### src/sv/u8dc_pkg.sv
// ----------------------------------------------------------------------------
// u8dc_pkg
// Shared types, class codes and lookup functions of the UTF-8 decoder with
// lexer character classification.
// ----------------------------------------------------------------------------
package u8dc_pkg;

    localparam int ROW_BITS = 24;
    localparam int ROW_OUT_BITS = 24;
    localparam int POINT_BITS = 21;
    localparam int CLASS_BITS = 6;

    localparam logic [CLASS_BITS-1:0] CLS_BREAK  = 6'd0;
    localparam logic [CLASS_BITS-1:0] CLS_SPACE  = 6'd1;
    localparam logic [CLASS_BITS-1:0] CLS_PUNCT0 = 6'd2;
    localparam logic [CLASS_BITS-1:0] CLS_DIGIT  = 6'd34;
    localparam logic [CLASS_BITS-1:0] CLS_UPPER  = 6'd35;
    localparam logic [CLASS_BITS-1:0] CLS_LOWER  = 6'd36;
    localparam logic [CLASS_BITS-1:0] CLS_OTHER  = 6'd37;
    localparam logic [CLASS_BITS-1:0] CLS_ERROR  = 6'd38;
    localparam logic [CLASS_BITS-1:0] CLS_EOF    = 6'd39;

    localparam logic [POINT_BITS-1:0] WHITE_VALUE = 21'h20;
    localparam logic [POINT_BITS-1:0] CP_LF  = 21'h0A;
    localparam logic [POINT_BITS-1:0] CP_CR  = 21'h0D;
    localparam logic [POINT_BITS-1:0] CP_TAB = 21'h09;
    localparam logic [POINT_BITS-1:0] CP_SP  = 21'h20;

    localparam logic [ROW_BITS-1:0] ROW_MAX = {ROW_BITS{1'b1}};

    typedef logic [ROW_BITS-1:0] t_row;
    typedef logic [1:0] t_pending;

    typedef struct packed {
        logic [7:0] byte_in;
        logic       end_of_input;
    } t_in;

    typedef struct packed {
        logic [CLASS_BITS-1:0]   char_class;
        logic [POINT_BITS-1:0]   code_point;
        logic [ROW_OUT_BITS-1:0] row_number;
    } t_out;

    typedef enum logic [1:0] {
        KIND_CHAR,
        KIND_ERROR,
        KIND_EOF
    } t_kind;

    typedef struct packed {
        logic                  emit;
        t_kind                 kind;
        logic [POINT_BITS-1:0] cp;
    } t_dec;

    // Returns the punctuation class of an ASCII code, or CLS_OTHER if none.
    function automatic logic [CLASS_BITS-1:0] punct_class(input logic [6:0] c);
        logic [CLASS_BITS-1:0] r;
        case (c)
            7'h21: r = 6'd2;
            7'h22: r = 6'd3;
            7'h23: r = 6'd4;
            7'h24: r = 6'd5;
            7'h25: r = 6'd6;
            7'h26: r = 6'd7;
            7'h27: r = 6'd8;
            7'h28: r = 6'd9;
            7'h29: r = 6'd10;
            7'h2A: r = 6'd11;
            7'h2B: r = 6'd12;
            7'h2C: r = 6'd13;
            7'h2D: r = 6'd14;
            7'h2E: r = 6'd15;
            7'h2F: r = 6'd16;
            7'h3A: r = 6'd17;
            7'h3B: r = 6'd18;
            7'h3C: r = 6'd19;
            7'h3D: r = 6'd20;
            7'h3E: r = 6'd21;
            7'h3F: r = 6'd22;
            7'h40: r = 6'd23;
            7'h5B: r = 6'd24;
            7'h5D: r = 6'd25;
            7'h5C: r = 6'd26;
            7'h5E: r = 6'd27;
            7'h5F: r = 6'd28;
            7'h60: r = 6'd29;
            7'h7B: r = 6'd30;
            7'h7D: r = 6'd31;
            7'h7C: r = 6'd32;
            7'h7E: r = 6'd33;
            default: r = CLS_OTHER;
        endcase
        return r;
    endfunction

endpackage

### src/sv/u8dc_decode.sv
// ----------------------------------------------------------------------------
// u8dc_decode
// UTF-8 sequence assembly: holds the pending byte count and the partial code
// point, and reports a finished character, an error or an end mark.
// ----------------------------------------------------------------------------
module u8dc_decode
    import u8dc_pkg::*;
(
    input  logic i_clk,
    input  logic i_rst_n,
    input  logic i_advance,
    input  t_in  i_req,
    output t_dec o_dec
);

    t_pending              r_pending, n_pending;
    logic [POINT_BITS-1:0] r_partial, n_partial;
    logic [POINT_BITS-1:0] w_shifted;
    logic [7:0]            w_b;
    logic                  w_cont;

    assign w_b       = i_req.byte_in;
    assign w_cont    = (w_b[7:6] == 2'b10);
    assign w_shifted = {r_partial[POINT_BITS-7:0], w_b[5:0]};

    always_comb begin
        n_pending  = r_pending;
        n_partial  = r_partial;
        o_dec.emit = 1'b0;
        o_dec.kind = KIND_CHAR;
        o_dec.cp   = '0;
        if (i_req.end_of_input) begin
            o_dec.emit = 1'b1;
            if (r_pending != 2'd0) begin
                o_dec.kind = KIND_ERROR;
                n_pending  = 2'd0;
                n_partial  = '0;
            end else begin
                o_dec.kind = KIND_EOF;
            end
        end else if (r_pending != 2'd0) begin
            if (!w_cont) begin
                o_dec.emit = 1'b1;
                o_dec.kind = KIND_ERROR;
                n_pending  = 2'd0;
                n_partial  = '0;
            end else if (r_pending == 2'd1) begin
                o_dec.emit = 1'b1;
                o_dec.cp   = w_shifted;
                n_pending  = 2'd0;
                n_partial  = '0;
            end else begin
                n_pending = r_pending - 2'd1;
                n_partial = w_shifted;
            end
        end else if (!w_b[7]) begin
            o_dec.emit = 1'b1;
            o_dec.cp   = POINT_BITS'(w_b);
        end else if (w_b[7:6] == 2'b10) begin
            o_dec.emit = 1'b1;
            o_dec.kind = KIND_ERROR;
        end else if (w_b[7:5] == 3'b110) begin
            n_pending = 2'd1;
            n_partial = POINT_BITS'(w_b[4:0]);
        end else if (w_b[7:4] == 4'b1110) begin
            n_pending = 2'd2;
            n_partial = POINT_BITS'(w_b[3:0]);
        end else if (w_b[7:3] == 5'b11110) begin
            n_pending = 2'd3;
            n_partial = POINT_BITS'(w_b[2:0]);
        end else begin
            o_dec.emit = 1'b1;
            o_dec.kind = KIND_ERROR;
        end
    end

    always_ff @(posedge i_clk) begin
        if (!i_rst_n) begin
            r_pending <= 2'd0;
            r_partial <= '0;
        end else if (i_advance) begin
            r_pending <= n_pending;
            r_partial <= n_partial;
        end
    end

endmodule

### src/sv/u8dc_classify.sv
// ----------------------------------------------------------------------------
// u8dc_classify
// Lexer classification of a decoded character and the saturating line
// counter that a line-feed advances.
// ----------------------------------------------------------------------------
module u8dc_classify
    import u8dc_pkg::*;
(
    input  logic i_clk,
    input  logic i_rst_n,
    input  logic i_advance,
    input  t_dec i_dec,
    output t_out o_res
);

    t_row r_line, n_line;
    logic w_lf;

    assign w_lf = i_dec.emit && (i_dec.kind == KIND_CHAR) && (i_dec.cp == CP_LF);

    always_comb begin
        n_line = r_line;
        if (w_lf && (r_line != ROW_MAX)) begin
            n_line = r_line + t_row'(1);
        end
    end

    always_comb begin
        o_res.row_number = ROW_OUT_BITS'(n_line);
        o_res.code_point = i_dec.cp;
        o_res.char_class = CLS_OTHER;
        case (i_dec.kind)
            KIND_ERROR: begin
                o_res.char_class = CLS_ERROR;
                o_res.code_point = '0;
            end
            KIND_EOF: begin
                o_res.char_class = CLS_EOF;
                o_res.code_point = '0;
            end
            KIND_CHAR: begin
                if (i_dec.cp == CP_LF || i_dec.cp == CP_CR) begin
                    o_res.char_class = CLS_BREAK;
                    o_res.code_point = WHITE_VALUE;
                end else if (i_dec.cp == CP_TAB || i_dec.cp == CP_SP) begin
                    o_res.char_class = CLS_SPACE;
                    o_res.code_point = WHITE_VALUE;
                end else if (i_dec.cp[POINT_BITS-1:7] != '0) begin
                    o_res.char_class = CLS_OTHER;
                end else if (i_dec.cp[6:0] >= 7'h30 && i_dec.cp[6:0] <= 7'h39) begin
                    o_res.char_class = CLS_DIGIT;
                end else if (i_dec.cp[6:0] >= 7'h41 && i_dec.cp[6:0] <= 7'h5A) begin
                    o_res.char_class = CLS_UPPER;
                end else if (i_dec.cp[6:0] >= 7'h61 && i_dec.cp[6:0] <= 7'h7A) begin
                    o_res.char_class = CLS_LOWER;
                end else begin
                    o_res.char_class = punct_class(i_dec.cp[6:0]);
                end
            end
            default: begin
                o_res.char_class = CLS_ERROR;
                o_res.code_point = '0;
            end
        endcase
    end

    always_ff @(posedge i_clk) begin
        if (!i_rst_n) begin
            r_line <= '0;
        end else if (i_advance && i_dec.emit) begin
            r_line <= n_line;
        end
    end

endmodule

### src/sv/utf8_decode_char_classify_top.sv
// ----------------------------------------------------------------------------
// utf8_decode_char_classify_top
// UTF-8 byte stream decoder with lexer character classification.
// ----------------------------------------------------------------------------
// The input channel carries one request per byte: the raw byte and an end
// mark. The output channel carries the class, code point and row number of
// each finished character, error or end mark. Both channels use valid and
// ready handshakes.
// A request is captured in an input register; from there it is decoded and
// classified, and its result is loaded into the output register. Lead bytes
// and inner continuation bytes of a sequence give no result.
// One request is accepted every cycle while the output side keeps up; the
// rate is set by the combinational decode path between the two registers.
// When the receiver stalls, the output register holds its result, the input
// register holds one more request, and then input ready falls.
// Reset clears the decoder to idle, the partial code point and the row
// counter to zero, and empties both registers.
// ----------------------------------------------------------------------------
module utf8_decode_char_classify_top
    import u8dc_pkg::*;
(
    input  logic i_clk,
    input  logic i_rst_n,
    input  logic i_in_valid,
    output logic o_in_ready,
    input  t_in  i_in_req,
    output logic o_out_valid,
    input  logic i_out_ready,
    output t_out o_out_res
);

    logic r_in_valid;
    t_in  r_in;
    logic r_out_valid;
    t_out r_out;
    logic w_advance;
    t_dec w_dec;
    t_out w_res;

    assign w_advance   = r_in_valid && (!r_out_valid || i_out_ready);
    assign o_in_ready  = !r_in_valid || w_advance;
    assign o_out_valid = r_out_valid;
    assign o_out_res   = r_out;

    u8dc_decode u_decode (
        .i_clk     (i_clk),
        .i_rst_n   (i_rst_n),
        .i_advance (w_advance),
        .i_req     (r_in),
        .o_dec     (w_dec)
    );

    u8dc_classify u_classify (
        .i_clk     (i_clk),
        .i_rst_n   (i_rst_n),
        .i_advance (w_advance),
        .i_dec     (w_dec),
        .o_res     (w_res)
    );

    always_ff @(posedge i_clk) begin
        if (!i_rst_n) begin
            r_in_valid <= 1'b0;
        end else if (o_in_ready) begin
            r_in_valid <= i_in_valid;
        end
    end

    always_ff @(posedge i_clk) begin
        if (o_in_ready && i_in_valid) begin
            r_in <= i_in_req;
        end
    end

    always_ff @(posedge i_clk) begin
        if (!i_rst_n) begin
            r_out_valid <= 1'b0;
        end else if (w_advance) begin
            r_out_valid <= w_dec.emit;
        end else if (i_out_ready) begin
            r_out_valid <= 1'b0;
        end
    end

    always_ff @(posedge i_clk) begin
        if (w_advance && w_dec.emit) begin
            r_out <= w_res;
        end
    end

endmodule

### config.mk
export PLATFORM = sky130hd
export DESIGN_NAME = utf8_decode_char_classify_top
export DESIGN_NICKNAME = d
export VERILOG_FILES = /design/src/sv/u8dc_pkg.sv /design/src/sv/u8dc_decode.sv /design/src/sv/u8dc_classify.sv /design/src/sv/utf8_decode_char_classify_top.sv
export SDC_FILE = /design/constraint.sdc
export NUM_CORES = 1
export LEC_CHECK = 0
export BUFFER_PORTS_ARGS = -buffer_cell sky130_fd_sc_hd__buf_2
export CAP_MARGIN = 10
export CORE_MARGIN = 2
export CORE_UTILIZATION = 25
export CTS_CLUSTER_DIAMETER = 40
export DETAILED_ROUTE_END_ITERATION = 7
export PLACE_DENSITY = 0.51
export SLEW_MARGIN = 20
export SYNTH_ARGS = -nofsm -noshare
export SYNTH_HDL_FRONTEND = slang
export SYNTH_HIERARCHICAL = 1
export SYNTH_SLANG_ARGS = --single-unit
export TNS_END_PERCENT = 100
### constraint.sdc
create_clock -name i_clk -period 8.4 [get_ports i_clk]
set_clock_uncertainty 0.2 [all_clocks]
set_input_delay 1.26 -clock i_clk [delete_from_list [all_inputs] [get_ports i_clk]]
set_output_delay 1.26 -clock i_clk [all_outputs]
set_load 0.005 [all_outputs]
==> results of run 1 <==
==> layer usage <==
layer	global-route usage, %	up-vias	wire (um)	part of all wire [%]
li1	-	2165	-	-
met1	16.3	1999	6930	52
met2	16.0	75	5630	42
met3	2.31	11	553	4.2
met4	3.97	0	172	1.3
met5	0	-	0	0
==> stage by stage <==
step	total power [mW]	setup WS, ns	util [%]	hold slack [ns]
finish	1.03	4.08	29.1	0.269
detailed placement	0.645	3.41	27.8	0.261
global placement	0.645	3.58	27.8	0.252
CTS	1.05	3.47	29.0	0.272
floorplan	0.614	4.24	-	0.239
global route	1.07	3.81	29.1	0.291
==> worst min-delay path, delay by kind of cell (launching register included) <==
kind / cells / cell delay (ns)
AND/OR/NAND/NOR: 1 / 0.06
AO/OA/AOI/OAI: 1 / 0.05
flip-flops: 1 / 0.31
==> area by class of cell <==
type | count | share of cell area [%]
Clock buffer | 10 | 3.50
Clock inverter | 6 | 0.689
Inverter | 14 | 0.804
Multi-Input combinational cell | 412 | 42.6
Sequential cell | 103 | 40.7
Tap cell | 285 | 5.45
Timing Repair Buffer | 75 | 6.18
==> final timing paths <==
path,depth (start not counted),endpoint,slack [ns]
max reg2reg,11,o_out_res[1],4.08
min,2,u_decode/r_partial[13],0.27
max,11,o_out_res[1],4.08
min reg2reg,2,u_decode/r_partial[13],0.27
==> state kept, by name, summed over array words and instances (netlist names) <==
name,count
o_out_res,51
u_classify/r_line,24
u_decode/r_partial,15
r_in,9
u_decode/r_pending,2
o_out_valid,1
r_in_valid,1
==> placed cells by master (no fill, tap or decap), types with 3 or more instances in the layout <==
master,Yosys,routed
a21oi_1,23,23
o21a_1,5,5
nand4_1,13,13
clkinvlp_4,0,4
nor3_1,9,9
clkbuf_16,0,9
o22ai_1,3,3
or4_1,11,11
dfxtp_1,43,43
nor4_1,10,10
o21ai_1,3,3
nor2_1,15,14
a21boi_1,17,17
ha_1,9,9
o21ai_0,13,13
and2_1,39,38
inv_1,14,14
nand3_1,32,32
o31ai_1,12,12
buf_2,6,65
nor2b_1,10,10
nor3b_1,15,13
edfxtp_1,60,60
nand2b_1,29,29
nand2_1,49,49
buf_4,2,9
mux2i_1,14,14
and3_1,8,8
xnor2_1,22,22
and4_1,6,6
==> synthesized netlist by cell type (all sizes together) (7+ instances only) <==
cell type	instances	area (sq um)
nand2	49	184
and4	7	63.8
and3	8	50.1
buf	18	143
edfxtp	60	1800
o31ai	12	90.1
inv	14	52.6
xnor2	22	193
nand3	32	160
nor3b	15	113
ha	9	113
and2	39	244
nor2b	11	76.3
o21ai	16	80.1
clkbuf	17	63.8
mux2i	14	140
nor4	10	62.6
nand2b	31	204
a21oi	23	115
nor3	10	55.1
nand4	14	93.8
dfxtp	43	861
nor2	15	56.3
or4	11	82.6
a21boi	18	135
==> kinds of logic (layout without fill, tap and decap cells) <==
family	count (synthesis)	after routing	share of synthesized area [%]
fa+ha+maj	9	9	1.98
buf+inv	49	105	4.55
compound gates	97	97	11.8
xor+xnor	23	23	3.54
mux	15	15	2.66
simple gates	268	268	28.6
flops	103	103	46.8
==> power by group <==
group	switching (mW)	internal, mW
clock	0.194	0.202
sequential	0.00710	0.547
combinational	0.0499	0.0288
total	0.251	0.778
==> reports/metrics.csv, run 1 <==
stage;metric;value;unit
run_status;status;finished clean;
setup_path;crit_path_cell_trace;inv_1, ha_1, nor3b_1, a21oi_1, nor3b_2, ha_1, nor4b_4, nand4_1, a211oi_4, buf_6, mux2_2;
layout;fillCellCount;2336;
grt;grt_pass1_wl;21300;um
setup_path;end_kind;flop;
synthesis;syn_area_per_cell;10.1;sq um
sta;relSlewSlack;36.0;%
setup_path;cp_max_fo;17;
setup_path;r2r-start;u_decode/r_pending[0];
grt;antenna_found_initial;0;
place;portBuffers;65;
die;ioPinCount;66;
die;start_util;25.3;%
layout;final_cell_count_no_fill;905;
routing;via_per_inst;4.70;
clock_tree;worstSkewPairLatency;0.36;ns
routing;drtIter0Drc;308;
clock_tree;cts-htree-levels;3;
synthesis;synth_edf_count;60;
synthesis;seq_area_frac_synth;46.8;%
clock_tree;cts_buffer_depth;2;
power;power_leakage;2.27;nW
routing;avgRoutedWirePerCell;14.7;um
worst_hold_path;worstHoldStart;u_decode/r_partial[13];
die;die_x;155;um
layout;layout.area.seq;2660;sq um
sta;grt_setup_unrepaired;false;
routing;drt-pass1-iter-count;7;
routing;ant_nets;0;
setup_path;crit_type;reg -> reg;
sta;timing.fmax;231;MHz
setup_path;worst-endpoint-arrival;4.24;ns
clock_tree;cts_setup_buffers;0;
grt;grt_max_degree;52;
synthesis;ys_types;66;
clock_tree;cts_num_sinks;103;
setup_path;crit_required;8.32;ns
sta;worstMarginPinSlew;0.960;ns
setup_path;cpLargestDelayFamily;simple AND/OR/NAND/NOR gates;
run;maxCapViolations;0;
routing;routed_wl;13300;um
die;die_area;24000;sq um
sta;slew_viol_final;0;
place;dp_hpwl;9180;um
layout;n_antenna_cell;0;
sta;fin_setup_tns;0;ns
grt;overflow;0;
die;num_rows;55;
setup_path;timing.critical_path.mode_cell;ha_1;
grt;track_usage;11.1;%
layout;syn2layout_area_growth;14.9;%
place;place_area;6250;sq um
synthesis;synth.cell_area;5690;sq um
setup_path;slowest_delay;0.58;ns
layout;nets;637;
place;dp_cells;888;
clock_tree;cts_buffers;9;
sta;finalHoldViolCount;0;
setup_path;crit_slowest_cell;nor3b_2;
layout;layout-drive-gt1-share;17.9;%
setup_path;startpoint_type;flop;
worst_hold_path;hp-class;reg -> reg;
synthesis;syn_nets;586;
sta;layout_min_cycle_time;4.32;ns
clock_tree;cts_hold_buffers;0;
setup_path;crit_start;u_decode/r_pending[0];
synthesis;syn_inst;564;
routing;drc_errors;0;
die;design.core.area;22500;sq um
sta;min_period_over_period;51.4;%
layout;fin_area;6540;sq um
clock_tree;cts_tree;done;
synthesis;ys_ff_latch;103;
synthesis;ys_dominant_reg_cell;edfxtp_1;
setup_path;critPathBufInv;2;
grt;grt_pass1_vias;3963;
clock_tree;ctsResizeCount;0;
clock_tree;clk_root_buffer_cell;clkbuf_16;
sta;finalSetupViolCount;0;
routing;vias;4250;
synthesis;async_flop_share;0;%
power;power.density;157;nW/um^2
synthesis;yosysWarnings;6;
clock_tree;clk_pin_slew;0.08;ns
place;gp_congestion;0.802;
power;ir_drop;75.0;uV
layout;multi_input_area;2790;sq um
die;die_h;155;um
(Power assumes the default switching activity.)
==> run 2: changes to the inputs <==
- PLACE_DENSITY: 0.51 -> 0.52
- clock period: 8.4 -> 3.59 ns (I/O delays scaled with it)
==> run 2 against run 1 <==
Compared with the run above:
- global-route usage hardly changed
- combinational power grew to 2.6 times the previous value
- non-clock buffer count is 16 higher
- maximum frequency is 28% higher
- critical endpoint is now o_out_res[45]
- sequential power is 130% higher
- routed wire length is 0.59% lower
- worst setup slack worse by 3.9 ns
- first-iteration DRC count is 25% higher
- via count is 1.2% higher
- design area is 3.4% higher
==> reports/metrics.csv, run 2 (same netlist as run 1, synthesis figures left out) <==
stage;metric;value;unit;change
power;power_leakage;2.40;nW;was 2.27 nW
layout;layout.area.seq;2660;sq um;unchanged
power;p_sw;0.588;mW;was 0.251 mW
clock_tree;cts_buffers;9;;unchanged
clock_tree;cts_setup_buffers;0;;unchanged
grt;use_met3;2.79;%;was 2.31%
grt;overflow;0;;unchanged
grt;grt_pass1_vias;4036;;was 3,963
layout;nets;653;;was 637
clock_tree;cts-htree-levels;3;;unchanged
grt;use_met2;16.6;%;was 16.0%
routing;vias;4301;;was 4,250
run;maxCapViolations;0;;unchanged
run_status;status;finished clean;;unchanged
setup_path;crit_slowest_cell;o41a_1;;was nor3b_2
sta;layout_min_cycle_time;3.38;ns;was 4.32 ns
power;switching_share;22.9;%;was 24.4%
clock_tree;cts_tree;done;;unchanged
clock_tree;clk_pin_slew;0.07;ns;was 0.08 ns
clock_tree;worstSkewPairLatency;0.35;ns;was 0.36 ns
setup_path;worst-endpoint-arrival;3.28;ns;was 4.24 ns
sta;fin_setup_tns;0;ns;unchanged
routing;avgRoutedWirePerCell;14.3;um;was 14.7 um
grt;track_usage;11.1;%;about the same
grt;antenna_found_initial;0;;unchanged
grt;grtUsageMet1;15.8;%;was 16.3%
place;portBuffers;65;;unchanged
sta;grt_setup_unrepaired;false;;unchanged
routing;drc_errors;0;;unchanged
layout;fillCellCount;2323;;was 2,336
layout;n_antenna_cell;0;;unchanged
routing;routed_wl;13200;um;was 13,300 um
grt;grt_max_degree;52;;unchanged
setup_path;crit_required;3.49;ns;was 8.32 ns
sta;min_period_over_period;94.2;%;was 51.4%
layout;syn2layout_area_growth;18.8;%;was 14.9%
layout;multi_input_area;2810;sq um;was 2790 sq um
layout;largest_register_ff_count;51;;unchanged
clock_tree;cts_buffer_depth;2;;unchanged
die;die_h;155;um;unchanged
power;pwr-share-comb;8.0;%;was 7.6%
die;start_util;25.3;%;unchanged
power;p_int;1.98;mW;was 0.778 mW
setup_path;crit_type;reg -> reg;;unchanged
routing;drt-pass1-iter-count;5;;was 7
die;die_x;155;um;unchanged
layout;layout-drive-gt1-share;20.4;%;was 17.9%
setup_path;slowest_delay;0.41;ns;was 0.58 ns
sta;slew_viol_final;0;;unchanged
sta;relSlewSlack;47.8;%;was 36.0%
sta;finalHoldViolCount;0;;unchanged
power;power.density;380;nW/um^2;was 157 nW/um^2
sta;setup_slack;0.210;ns;was 4.08 ns
worst_hold_path;hp-class;in -> reg;;was reg -> reg
routing;via_per_inst;4.67;;was 4.70
setup_path;critPathBufInv;3;;was 2
grt;grt_pass1_wl;21400;um;was 21,300 um
place;pre_cts_slack;0.0679;ns;was 3.41 ns
power;p_clk_share;41.7;%;was 38.5%
place;gp_congestion;0.866;;was 0.802
setup_path;startpoint_type;flop;;unchanged
layout;final_cell_mix;buf_2 (65), edfxtp_1 (60), nand2_1 (49);;unchanged
setup_path;end_kind;flop;;unchanged
place;dp_hpwl;9390;um;was 9180 um
layout;final_common_cell;buf_2;;unchanged
die;design.core.area;22500;sq um;unchanged
die;ioPinCount;66;;unchanged
die;die_area;24000;sq um;unchanged
die;num_rows;55;;unchanged
power;pwr-share-seq;50.4;%;was 53.8%
setup_path;cp_max_fo;8;;was 17
grt;busiest_layer;met2;;was met1
sta;whs;0.162;ns;was 0.269 ns
clock_tree;cts_num_sinks;103;;unchanged
sta;finalSetupViolCount;0;;unchanged
setup_path;cpLargestDelayFamily;compound AO/OA/AOI/OAI gates;;was simple AND/OR/NAND/NOR gates
routing;drtIter0Drc;385;;was 308
routing;ant_nets;0;;unchanged
setup_path;crit_path_cell_trace;inv_1, ha_1, nor2b_1, a21oi_2, nor3b_2, buf_4, inv_1, ha_1, nor3_1, a221o_1, nand2_1, a211oi_1, o41a_1;;was inv_1, ha_1, nor3b_1, a21oi_1, nor3b_2, ha_1, nor4b_4, nand4_1, a211oi_4, buf_6, mux2_2
clock_tree;clk_root_buffer_cell;clkbuf_16;;unchanged
sta;timing.fmax;296;MHz;was 231 MHz
power;ir_drop;176;uV;was 75.0 uV
sta;worstMarginPinSlew;0.781;ns;was 0.960 ns
==> run 2: changes by cell type in the layout (fill, tap and decap cells not counted), moves of 2 or more <==
cell | before | now
buf_4 | 9 | 23
buf_12 | 0 | 3
bufinv_16 | 0 | 2
clkinvlp_4 | 4 | 2
inv_6 | 1 | 3
nor3b_1 | 13 | 11
==> run 2: final timing paths <==
| check | from | end | slack (ns) | cells past startpoint |
|---|---|---|---|---|
| setup / recovery | u_decode/r_pending[0] | o_out_res[45] | 0.21 | 13 |
| hold / removal | i_in_req[2] | r_in[2] | 0.16 | 1 |
| setup reg to reg | u_decode/r_pending[0] | o_out_res[45] | 0.21 | 13 |
| hold reg to reg | u_decode/r_partial[12] | u_decode/r_partial[12] | 0.26 | 2 |
==> run 2: what timing repair did <==
| item | CTS | global route |
|---|---|---|
| endpoints found under the setup margin | 0 | 57 |
| hold buffers | 0 | 0 |
| resized for setup | 0 | 3 |
==> run 2: per-stage QoR <==
stage          utilization, %  total power [mW]  area [sq um]  std cells
2_1_floorplan               -              1.44          5700        564
3_3_place_gp             28.5              1.53          6420        905
3_5_place_dp             28.5              1.53          6420        905
4_1_cts                  30.0              2.61          6750        921
5_1_grt                  30.1              2.68          6760        921
6_report                 30.1              2.57          6760        921
==> run 2: routing by layer <==
metal	vias up	routed length [um]	part of all wire, %
met5	-	0	0
met4	0	162	1.2
met3	8	627	4.7
met2	85	5660	43
met1	2003	6750	51
li1	2205	-	-
==> run 2: power groups by stage <==
stage / clock network, mW / logic, mW / registers, mW
after detailed placement: 0 / 0.207 / 1.32
after global placement: 0 / 0.207 / 1.32
after global routing: 1.15 / 0.227 / 1.30
after CTS: 1.11 / 0.208 / 1.29
final: 1.07 / 0.205 / 1.29
after floorplan: 0 / 0.116 / 1.32
==> run 2: layout make-up <==
class | count | area share, %
clock buffer | 9 | 3.33
clock inverter | 7 | 1.50
inverter | 14 | 0.777
multi-input combinational | 412 | 41.5
sequential | 103 | 39.4
tap | 285 | 5.27
timing repair buffer | 91 | 8.25
